==> config.mk <==
export PLATFORM = sky130hd
export DESIGN_NAME = linear_adsr_envelope_unit
export DESIGN_NICKNAME = d
export VERILOG_FILES = /design/src/hw/rtl/lae_pkg.sv /design/src/hw/rtl/linear_adsr_envelope_unit.sv
export SDC_FILE = /design/constraint.sdc
export NUM_CORES = 1
export LEC_CHECK = 0
export ABC_AREA = 1
export BUFFER_PORTS_ARGS = -buffer_cell sky130_fd_sc_hd__buf_2
export CORE_MARGIN = 2
export CORE_UTILIZATION = 64
export CTS_CLUSTER_DIAMETER = 150
export DETAILED_ROUTE_END_ITERATION = 16
export PLACE_DENSITY = 0.87
export SYNTH_ARGS = -nofsm -noshare
export SYNTH_HDL_FRONTEND = slang
export SYNTH_SLANG_ARGS = --single-unit
==> constraint.sdc <==
create_clock -name aclk -period 8.01 [get_ports aclk]
set_input_delay 1.2015 -clock aclk [delete_from_list [all_inputs] [get_ports aclk]]
set_output_delay 1.2015 -clock aclk [all_outputs]
set_load 0.005 [all_outputs]
==> src/hw/rtl/lae_pkg.sv <==
`default_nettype none

package lae_pkg;

    localparam int unsigned CFG_W = 16;
    localparam int unsigned IDX_W = 3;

    localparam logic [IDX_W-1:0] REG_ATTACK_LEN    = 3'd0;
    localparam logic [IDX_W-1:0] REG_DECAY_LEN     = 3'd1;
    localparam logic [IDX_W-1:0] REG_SUSTAIN_LEVEL = 3'd2;
    localparam logic [IDX_W-1:0] REG_RELEASE_LEN   = 3'd3;
    localparam logic [IDX_W-1:0] REG_NOTE_LEN      = 3'd4;

    localparam logic [2:0] PH_ATTACK  = 3'd0;
    localparam logic [2:0] PH_DECAY   = 3'd1;
    localparam logic [2:0] PH_SUSTAIN = 3'd2;
    localparam logic [2:0] PH_RELEASE = 3'd3;
    localparam logic [2:0] PH_PAST    = 3'd4;

    localparam logic [4:0] SUSTAIN_FULL = 5'd16;

    typedef struct packed {
        logic [7:0] sample_in;
        logic       note_start;
    } in_beat_t;

    typedef struct packed {
        logic [7:0] sample_out;
        logic [2:0] phase;
        logic       note_last;
    } out_beat_t;

endpackage

`default_nettype wire

==> src/hw/rtl/linear_adsr_envelope_unit.sv <==
`default_nettype none

// Linear ADSR envelope on an unsigned 8-bit stream, one result beat per input
// beat. Gain is an exact ratio: the numerator is built by a bit-serial
// shift-add multiplier (three passes, each ending at the top set bit of its
// multiplier), then a restoring divider yields the quotient one bit per cycle.
// A beat occupies the datapath from acceptance until s_ready returns, longer
// while the output register still holds an unaccepted result; the next beat
// is taken while a finished result still waits in the output register.
// The user must write configuration registers through cfg_wr_en/cfg_index/
// cfg_wdata only while idle; the block itself does not enforce it. Indexes
// past note_len are ignored and sustain_level above 16 reads as 16.

module linear_adsr_envelope_unit (
    input  wire                         aclk,
    input  wire                         aresetn,
    input  wire                         cfg_wr_en,
    input  wire [lae_pkg::IDX_W-1:0]    cfg_index,
    input  wire [lae_pkg::CFG_W-1:0]    cfg_wdata,
    input  wire                         s_valid,
    output logic                        s_ready,
    input  wire lae_pkg::in_beat_t      s_data,
    output logic                        m_valid,
    input  wire                         m_ready,
    output lae_pkg::out_beat_t          m_data
);

    typedef enum logic [2:0] {
        S_IDLE,
        S_CLASS,
        S_MUL1,
        S_MUL2,
        S_MUL3,
        S_DIV,
        S_DONE
    } state_t;

    state_t              state_reg;
    logic [15:0]         attack_reg;
    logic [15:0]         decay_reg;
    logic [4:0]          sustain_reg;
    logic [15:0]         release_reg;
    logic [15:0]         note_reg;
    logic [15:0]         pos_reg;
    logic [15:0]         p_reg;
    logic [7:0]          samp_reg;
    logic [2:0]          phase_reg;
    logic                last_reg;
    logic [27:0]         acc_reg;
    logic [27:0]         mcand_reg;
    logic [7:0]          mplier_reg;
    logic [15:0]         mcand2_reg;
    logic [4:0]          mplier2_reg;
    logic [26:0]         dvs_reg;
    logic [27:0]         rem_reg;
    logic [7:0]          quo_reg;
    logic [2:0]          cnt_reg;
    logic                m_valid_reg;
    lae_pkg::out_beat_t  m_data_reg;

    logic [15:0] p_next;
    logic [16:0] ad_sum;
    logic signed [17:0] sus_end;
    logic        in_attack;
    logic        in_decay;
    logic        in_sustain;
    logic        in_release;
    logic [15:0] dec_rem;
    logic [15:0] rel_rem;
    logic [4:0]  sl_inv;
    logic        note_last;
    logic [27:0] mul_sum;
    logic [7:0]  mplier_shr;
    logic [28:0] div_diff;

    // configuration
    always_ff @(posedge aclk) begin
        if (!aresetn) begin
            attack_reg  <= '0;
            decay_reg   <= '0;
            sustain_reg <= lae_pkg::SUSTAIN_FULL;
            release_reg <= '0;
            note_reg    <= '0;
        end else if (cfg_wr_en) begin
            unique case (cfg_index)
                lae_pkg::REG_ATTACK_LEN:  attack_reg <= cfg_wdata;
                lae_pkg::REG_DECAY_LEN:   decay_reg  <= cfg_wdata;
                lae_pkg::REG_SUSTAIN_LEVEL: begin
                    sustain_reg <= (cfg_wdata[4:0] > lae_pkg::SUSTAIN_FULL) ?
                                   lae_pkg::SUSTAIN_FULL : cfg_wdata[4:0];
                end
                lae_pkg::REG_RELEASE_LEN: release_reg <= cfg_wdata;
                lae_pkg::REG_NOTE_LEN:    note_reg    <= cfg_wdata;
                default: ;
            endcase
        end
    end

    assign p_next     = s_data.note_start ? 16'd0 : pos_reg;
    assign ad_sum     = {1'b0, attack_reg} + {1'b0, decay_reg};
    assign sus_end    = $signed({2'b00, note_reg}) - $signed({2'b00, release_reg});
    assign in_attack  = p_reg < attack_reg;
    assign in_decay   = {1'b0, p_reg} < ad_sum;
    assign in_sustain = $signed({2'b00, p_reg}) < sus_end;
    assign in_release = p_reg < note_reg;
    assign dec_rem    = 16'(ad_sum - {1'b0, p_reg});
    assign rel_rem    = note_reg - p_reg;
    assign sl_inv     = lae_pkg::SUSTAIN_FULL - sustain_reg;
    assign note_last  = (note_reg != 16'd0) && (p_reg == note_reg - 16'd1);

    assign mul_sum    = acc_reg + (mplier_reg[0] ? mcand_reg : 28'd0);
    assign mplier_shr = {1'b0, mplier_reg[7:1]};
    assign div_diff   = {1'b0, rem_reg} - {2'b00, dvs_reg};

    always_ff @(posedge aclk) begin
        if (!aresetn) begin
            state_reg   <= S_IDLE;
            pos_reg     <= '0;
            m_valid_reg <= 1'b0;
        end else begin
            if (m_valid_reg && m_ready && (state_reg != S_DONE)) begin
                m_valid_reg <= 1'b0;
            end
            unique case (state_reg)
                S_IDLE: begin
                    if (s_valid) begin
                        p_reg     <= p_next;
                        samp_reg  <= s_data.sample_in;
                        pos_reg   <= (p_next == 16'hFFFF) ? p_next : p_next + 16'd1;
                        state_reg <= S_CLASS;
                    end
                end
                S_CLASS: begin
                    last_reg    <= note_last;
                    acc_reg     <= '0;
                    mcand2_reg  <= '0;
                    mplier2_reg <= '0;
                    if (in_attack) begin
                        phase_reg  <= lae_pkg::PH_ATTACK;
                        mcand_reg  <= {12'd0, p_reg};
                        mplier_reg <= 8'd1;
                        dvs_reg    <= {4'd0, attack_reg, 7'd0};
                    end else if (in_decay) begin
                        phase_reg   <= lae_pkg::PH_DECAY;
                        mcand_reg   <= {12'd0, dec_rem};
                        mplier_reg  <= {3'd0, sl_inv};
                        mcand2_reg  <= decay_reg;
                        mplier2_reg <= sustain_reg;
                        dvs_reg     <= {decay_reg, 4'd0, 7'd0};
                    end else if (in_sustain) begin
                        phase_reg  <= lae_pkg::PH_SUSTAIN;
                        mcand_reg  <= 28'd1;
                        mplier_reg <= {3'd0, sustain_reg};
                        dvs_reg    <= {20'd16, 7'd0};
                    end else if (in_release) begin
                        phase_reg  <= lae_pkg::PH_RELEASE;
                        mcand_reg  <= {12'd0, rel_rem};
                        mplier_reg <= {3'd0, sustain_reg};
                        dvs_reg    <= {release_reg, 4'd0, 7'd0};
                    end else begin
                        phase_reg  <= lae_pkg::PH_PAST;
                        mcand_reg  <= 28'd1;
                        mplier_reg <= 8'd1;
                        dvs_reg    <= {20'd1, 7'd0};
                    end
                    state_reg <= S_MUL1;
                end
                S_MUL1: begin
                    acc_reg <= mul_sum;
                    if (mplier_shr == 8'd0) begin
                        mcand_reg  <= {12'd0, mcand2_reg};
                        mplier_reg <= {3'd0, mplier2_reg};
                        state_reg  <= S_MUL2;
                    end else begin
                        mcand_reg  <= {mcand_reg[26:0], 1'b0};
                        mplier_reg <= mplier_shr;
                    end
                end
                S_MUL2: begin
                    if (mplier_shr == 8'd0) begin
                        // numerator ratio done, now scale by the sample
                        acc_reg    <= '0;
                        mcand_reg  <= mul_sum;
                        mplier_reg <= samp_reg;
                        state_reg  <= S_MUL3;
                    end else begin
                        acc_reg    <= mul_sum;
                        mcand_reg  <= {mcand_reg[26:0], 1'b0};
                        mplier_reg <= mplier_shr;
                    end
                end
                S_MUL3: begin
                    if (mplier_shr == 8'd0) begin
                        rem_reg   <= mul_sum;
                        cnt_reg   <= '0;
                        state_reg <= S_DIV;
                    end else begin
                        acc_reg    <= mul_sum;
                        mcand_reg  <= {mcand_reg[26:0], 1'b0};
                        mplier_reg <= mplier_shr;
                    end
                end
                S_DIV: begin
                    if (!div_diff[28]) begin
                        rem_reg <= div_diff[27:0];
                    end
                    quo_reg <= {quo_reg[6:0], ~div_diff[28]};
                    dvs_reg <= {1'b0, dvs_reg[26:1]};
                    cnt_reg <= cnt_reg + 3'd1;
                    if (cnt_reg == 3'd7) begin
                        state_reg <= S_DONE;
                    end
                end
                S_DONE: begin
                    if (!m_valid_reg || m_ready) begin
                        m_valid_reg           <= 1'b1;
                        m_data_reg.sample_out <= quo_reg;
                        m_data_reg.phase      <= phase_reg;
                        m_data_reg.note_last  <= last_reg;
                        state_reg             <= S_IDLE;
                    end
                end
                default: state_reg <= S_IDLE;
            endcase
        end
    end

    assign s_ready = (state_reg == S_IDLE);
    assign m_valid = m_valid_reg;
    assign m_data  = m_data_reg;

`ifndef SYNTHESIS
    a_busy_after_accept: assert property (@(posedge aclk) disable iff (!aresetn)
        (s_valid && s_ready) |=> !s_ready)
        else $error("input taken while a beat is in progress");

    a_div_bound: assert property (@(posedge aclk) disable iff (!aresetn)
        (state_reg == S_DIV) |-> ({1'b0, rem_reg} < {1'b0, dvs_reg, 1'b0}))
        else $error("divider remainder out of range");

    a_phase_range: assert property (@(posedge aclk) disable iff (!aresetn)
        m_valid |-> (m_data.phase <= lae_pkg::PH_PAST))
        else $error("phase code out of range");

    a_last_in_note: assert property (@(posedge aclk) disable iff (!aresetn)
        (m_valid && m_data.note_last) |-> (m_data.phase != lae_pkg::PH_PAST))
        else $error("last sample of note flagged past note end");
`endif

endmodule

`default_nettype wire

==> metrics.yaml <==
sta:
  relSlewSlack: 0.1409
  final-hold-violation-count: 0
  setup_ws_ns: 3.327
  tns_ns: 0
  clock_skew_ns: 0.01196
  setup_viol: 0
  max_freq_mhz: 213.5
  slew_viol_final: 0
  rsz0062_at_grt: "no"
  holdWs_ns: 0.4193
  fin_crit_sh: 0.5847
  worst_slew_pin_slew_ns: 1.287
  min_period_ns: 4.683
clock_tree:
  clk_pin_slew_ns: 0.06
  worstSkewPairLatency_ns: 0.56
  cts_buffers: 30
  holdBufCountCts: 0
  htree_levels: 1
  cts_resized: 0
  clockRootBuffer: "clkbuf_16"
  postCtsSetupRepairBufs: 0
  cts_num_sinks: 280
  cts_buffer_depth: 3
  cts_tree: "yes"
yosys:
  synth-simple-area-share: 0.2081
  synth_top_area_cell: "edfxtp_1"
  yosysWarnings: 0
  synth_top_area_frac: 0.2935
  synth_seq_area_share: 0.3847
  syn_avg_cell_area_um2: 7.742
  synth_fa_ha_area_frac: 0.1137
  synthMuxAreaShare: 0
  synth_cell_types: 57
  synth.area.top_cells: "edfxtp_1 (29%), ha_1 (11%), dfxtp_1 (9.1%)"
  synth-compound-area-share: 0.1605
  synth_xor_area_frac: 0.04975
  synth_top_family_by_area: "simple AND/OR/NAND/NOR gates"
  synth_area_um2: 19540
  syn_inst: 2524
  synth_nets: 2731
  ys_ff_latch: 280
setup_path:
  r2r-start: "decay_reg[0]$_SDFFE_PN0P_"
  required_ns: 8.32
  cp_cell_sequence: "ha_1 -> inv_1 -> fa_1 -> nand3b_1 -> nand2_2 -> nand2_1 -> nand2_2 -> a21oi_1 -> o21ai_0 -> xor2_1 -> ha_1 -> nand2_1 -> nor2_1 -> a211oi_1 -> nor2_1 -> nor2_2 -> nand3_4 -> inv_2 -> nor2_4 -> nand2_1 -> nand2_1 -> nand2_1 -> nand2_1"
  endpoint_kind: "flip-flop"
  crit_start: "decay_reg[0]$_SDFFE_PN0P_"
  slowest_stage: "inv_2"
  path_max_fanout: 29
  worst_setup_path_start_kind: "flip-flop"
  max_stage_delay_ns: 0.56
  cpMostUsedCell: "nand2_1"
  critPathKind: "flip-flop to flip-flop"
  arrival_ns: 5.00
grt:
  grt-ovfl-total: 0
  antenna_found_initial: 0
  grt_pass1_wl_um: 89560
  grt_pass1_vias: 17020
  grt_usage: 0.3636
  grt_max_degree: 74
drt:
  wl_met3_um: 4883
  post_drt_wl_per_cell_um: 19.52
  vias: 17860
  drt-initial-drc-count: 1756
  routed_wirelength_um: 57850
  ant_nets: 0
  wl_met1_um: 21960
  wl_met2_um: 26360
  dr.max_layer_used: "met4"
  vias_per_cell: 6.026
  drc: 0
  dr.pass1.iters: 7
placed_design:
  port_buffers: 46
  gp_congestion: 1.083
  dpl.hpwl_um: 44620
  post-place-cells: 2909
  place_ws_ns: 3.273
layout:
  mostFrequentLayoutCells: "nand2_1 (474), inv_1 (349), nor2_1 (259), a21oi_1 (233), o21ai_0 (227)"
  drive_above_1_share: 0.06294
  area.growth.synth_to_final_pct: 7.927
  final_common_cell: "nand2_1"
  fillers: 2412
  nets: 2758
  instances_no_fill: 2964
  num_antenna_cells: 0
worst_hold_path:
  min-delay-start: "quo_reg[7]$_DFFE_PP_"
  hp-class: "flip-flop to flip-flop"
floorplanning:
  initial_core_util: 0.6541
  design.die.area_um2: 31940
  dieHeight_um: 178.7
  fp.coreArea_um2: 29870
  die_w_um: 178.7
  ios: 47
  rows: 63
run_status:
  status: "completed"
job:
  cap_violations: 0
power_and_ir_drop:
  power.density_nw_per_um2: 287.1
  p_leak_nw: 9.489
  vdd_drop_max_v: 0.0001757
  p_total_w: 0.006055
[cells by family after synthesis]
| group | count (synthesis) |
|---|---|
| AO/OA/AOI/OAI | 569 |
| buffers and inverters | 422 |
| AND/OR/NAND/NOR | 968 |
| flip-flops | 280 |
| XOR/XNOR | 111 |
| adder cells (fa/ha/maj) | 174 |
[cell usage after synthesis (all sizes together)]
| master | number |
|---|---|
| nor3 | 39 |
| clkinv | 2 |
| a31oi | 15 |
| dfxtp | 89 |
| o221ai | 2 |
| buf | 18 |
| o21ai | 234 |
| a211oi | 6 |
| and3 | 3 |
| or2 | 13 |
| xor2 | 75 |
| a21o | 15 |
| nand3 | 118 |
| clkbuf | 45 |
| a221oi | 11 |
| fa | 6 |
| ha | 168 |
| a22o | 1 |
| a221o | 3 |
| o21a | 5 |
| a31o | 1 |
| o21bai | 11 |
| and2 | 1 |
| nor4 | 8 |
| o211ai | 6 |
| o2111ai | 4 |
| a22oi | 2 |
| nand3b | 8 |
| edfxtp | 191 |
| a21boi | 2 |
| inv | 357 |
| nand4 | 16 |
| a2111oi | 1 |
| o31ai | 7 |
| o22ai | 5 |
| xnor2 | 36 |
| nor3b | 3 |
| nor2 | 278 |
| nand2 | 481 |
| a21oi | 237 |
| o221a | 1 |
[worst max-delay path: cells and delay by family, from the launching register on]
kind / cells / cell delay (ns)
AND/OR/NAND/NOR: 14 / 1.64
flip-flops: 1 / 0.37
AO/OA/AOI/OAI: 3 / 0.59
XOR/XNOR: 1 / 0.28
adder cells (fa/ha/maj): 3 / 0.92
buffers and inverters: 2 / 0.62
[power by group]
| group | switching, W | internal [W] | total (W) |
|---|---|---|---|
| sequential | 0.000147 | 0.00192 | 0.00207 |
| combinational | 0.00181 | 0.000775 | 0.00258 |
| clock | 0.000583 | 0.000818 | 0.00140 |
[final timing paths]
check,to,slack [ns],cells past startpoint
hold reg to reg,m_data[11]$_DFFE_PP_,0.42,0
setup reg to reg,mcand_reg[15]$_DFFE_PP_,3.33,23
hold / removal,m_data[11]$_DFFE_PP_,0.42,0
setup / recovery,mcand_reg[15]$_DFFE_PP_,3.33,23
[layout make-up]
| type | instances | area (um2) | area share |
|---|---|---|---|
| timing repair buffer | 58 | 320.3 | 0.01519 |
| tap | 390 | 488.0 | 0.02314 |
| multi-input combinational | 1822 | 10420 | 0.4942 |
| clock inverter | 8 | 76.32 | 0.003619 |
| sequential | 280 | 7517 | 0.3565 |
| clock buffer | 47 | 918.4 | 0.04355 |
| inverter | 359 | 1348 | 0.06390 |
[per-layer routing]
layer | track usage | vias to the layer above
li1 | - | 8520
met1 | 0.4435 | 8213
met2 | 0.5993 | 901
met3 | 0.05089 | 227
met4 | 0.2466 | 0
met5 | 0 | -
[through the flow]
step,utilization,area [um2]
CTS,0.7059,21090
global placement,0.6726,20090
global route,0.7059,21090
finish,0.7059,21090
detailed placement,0.6726,20090
floorplan,-,19540
Power figures use the tool's default switching activity.
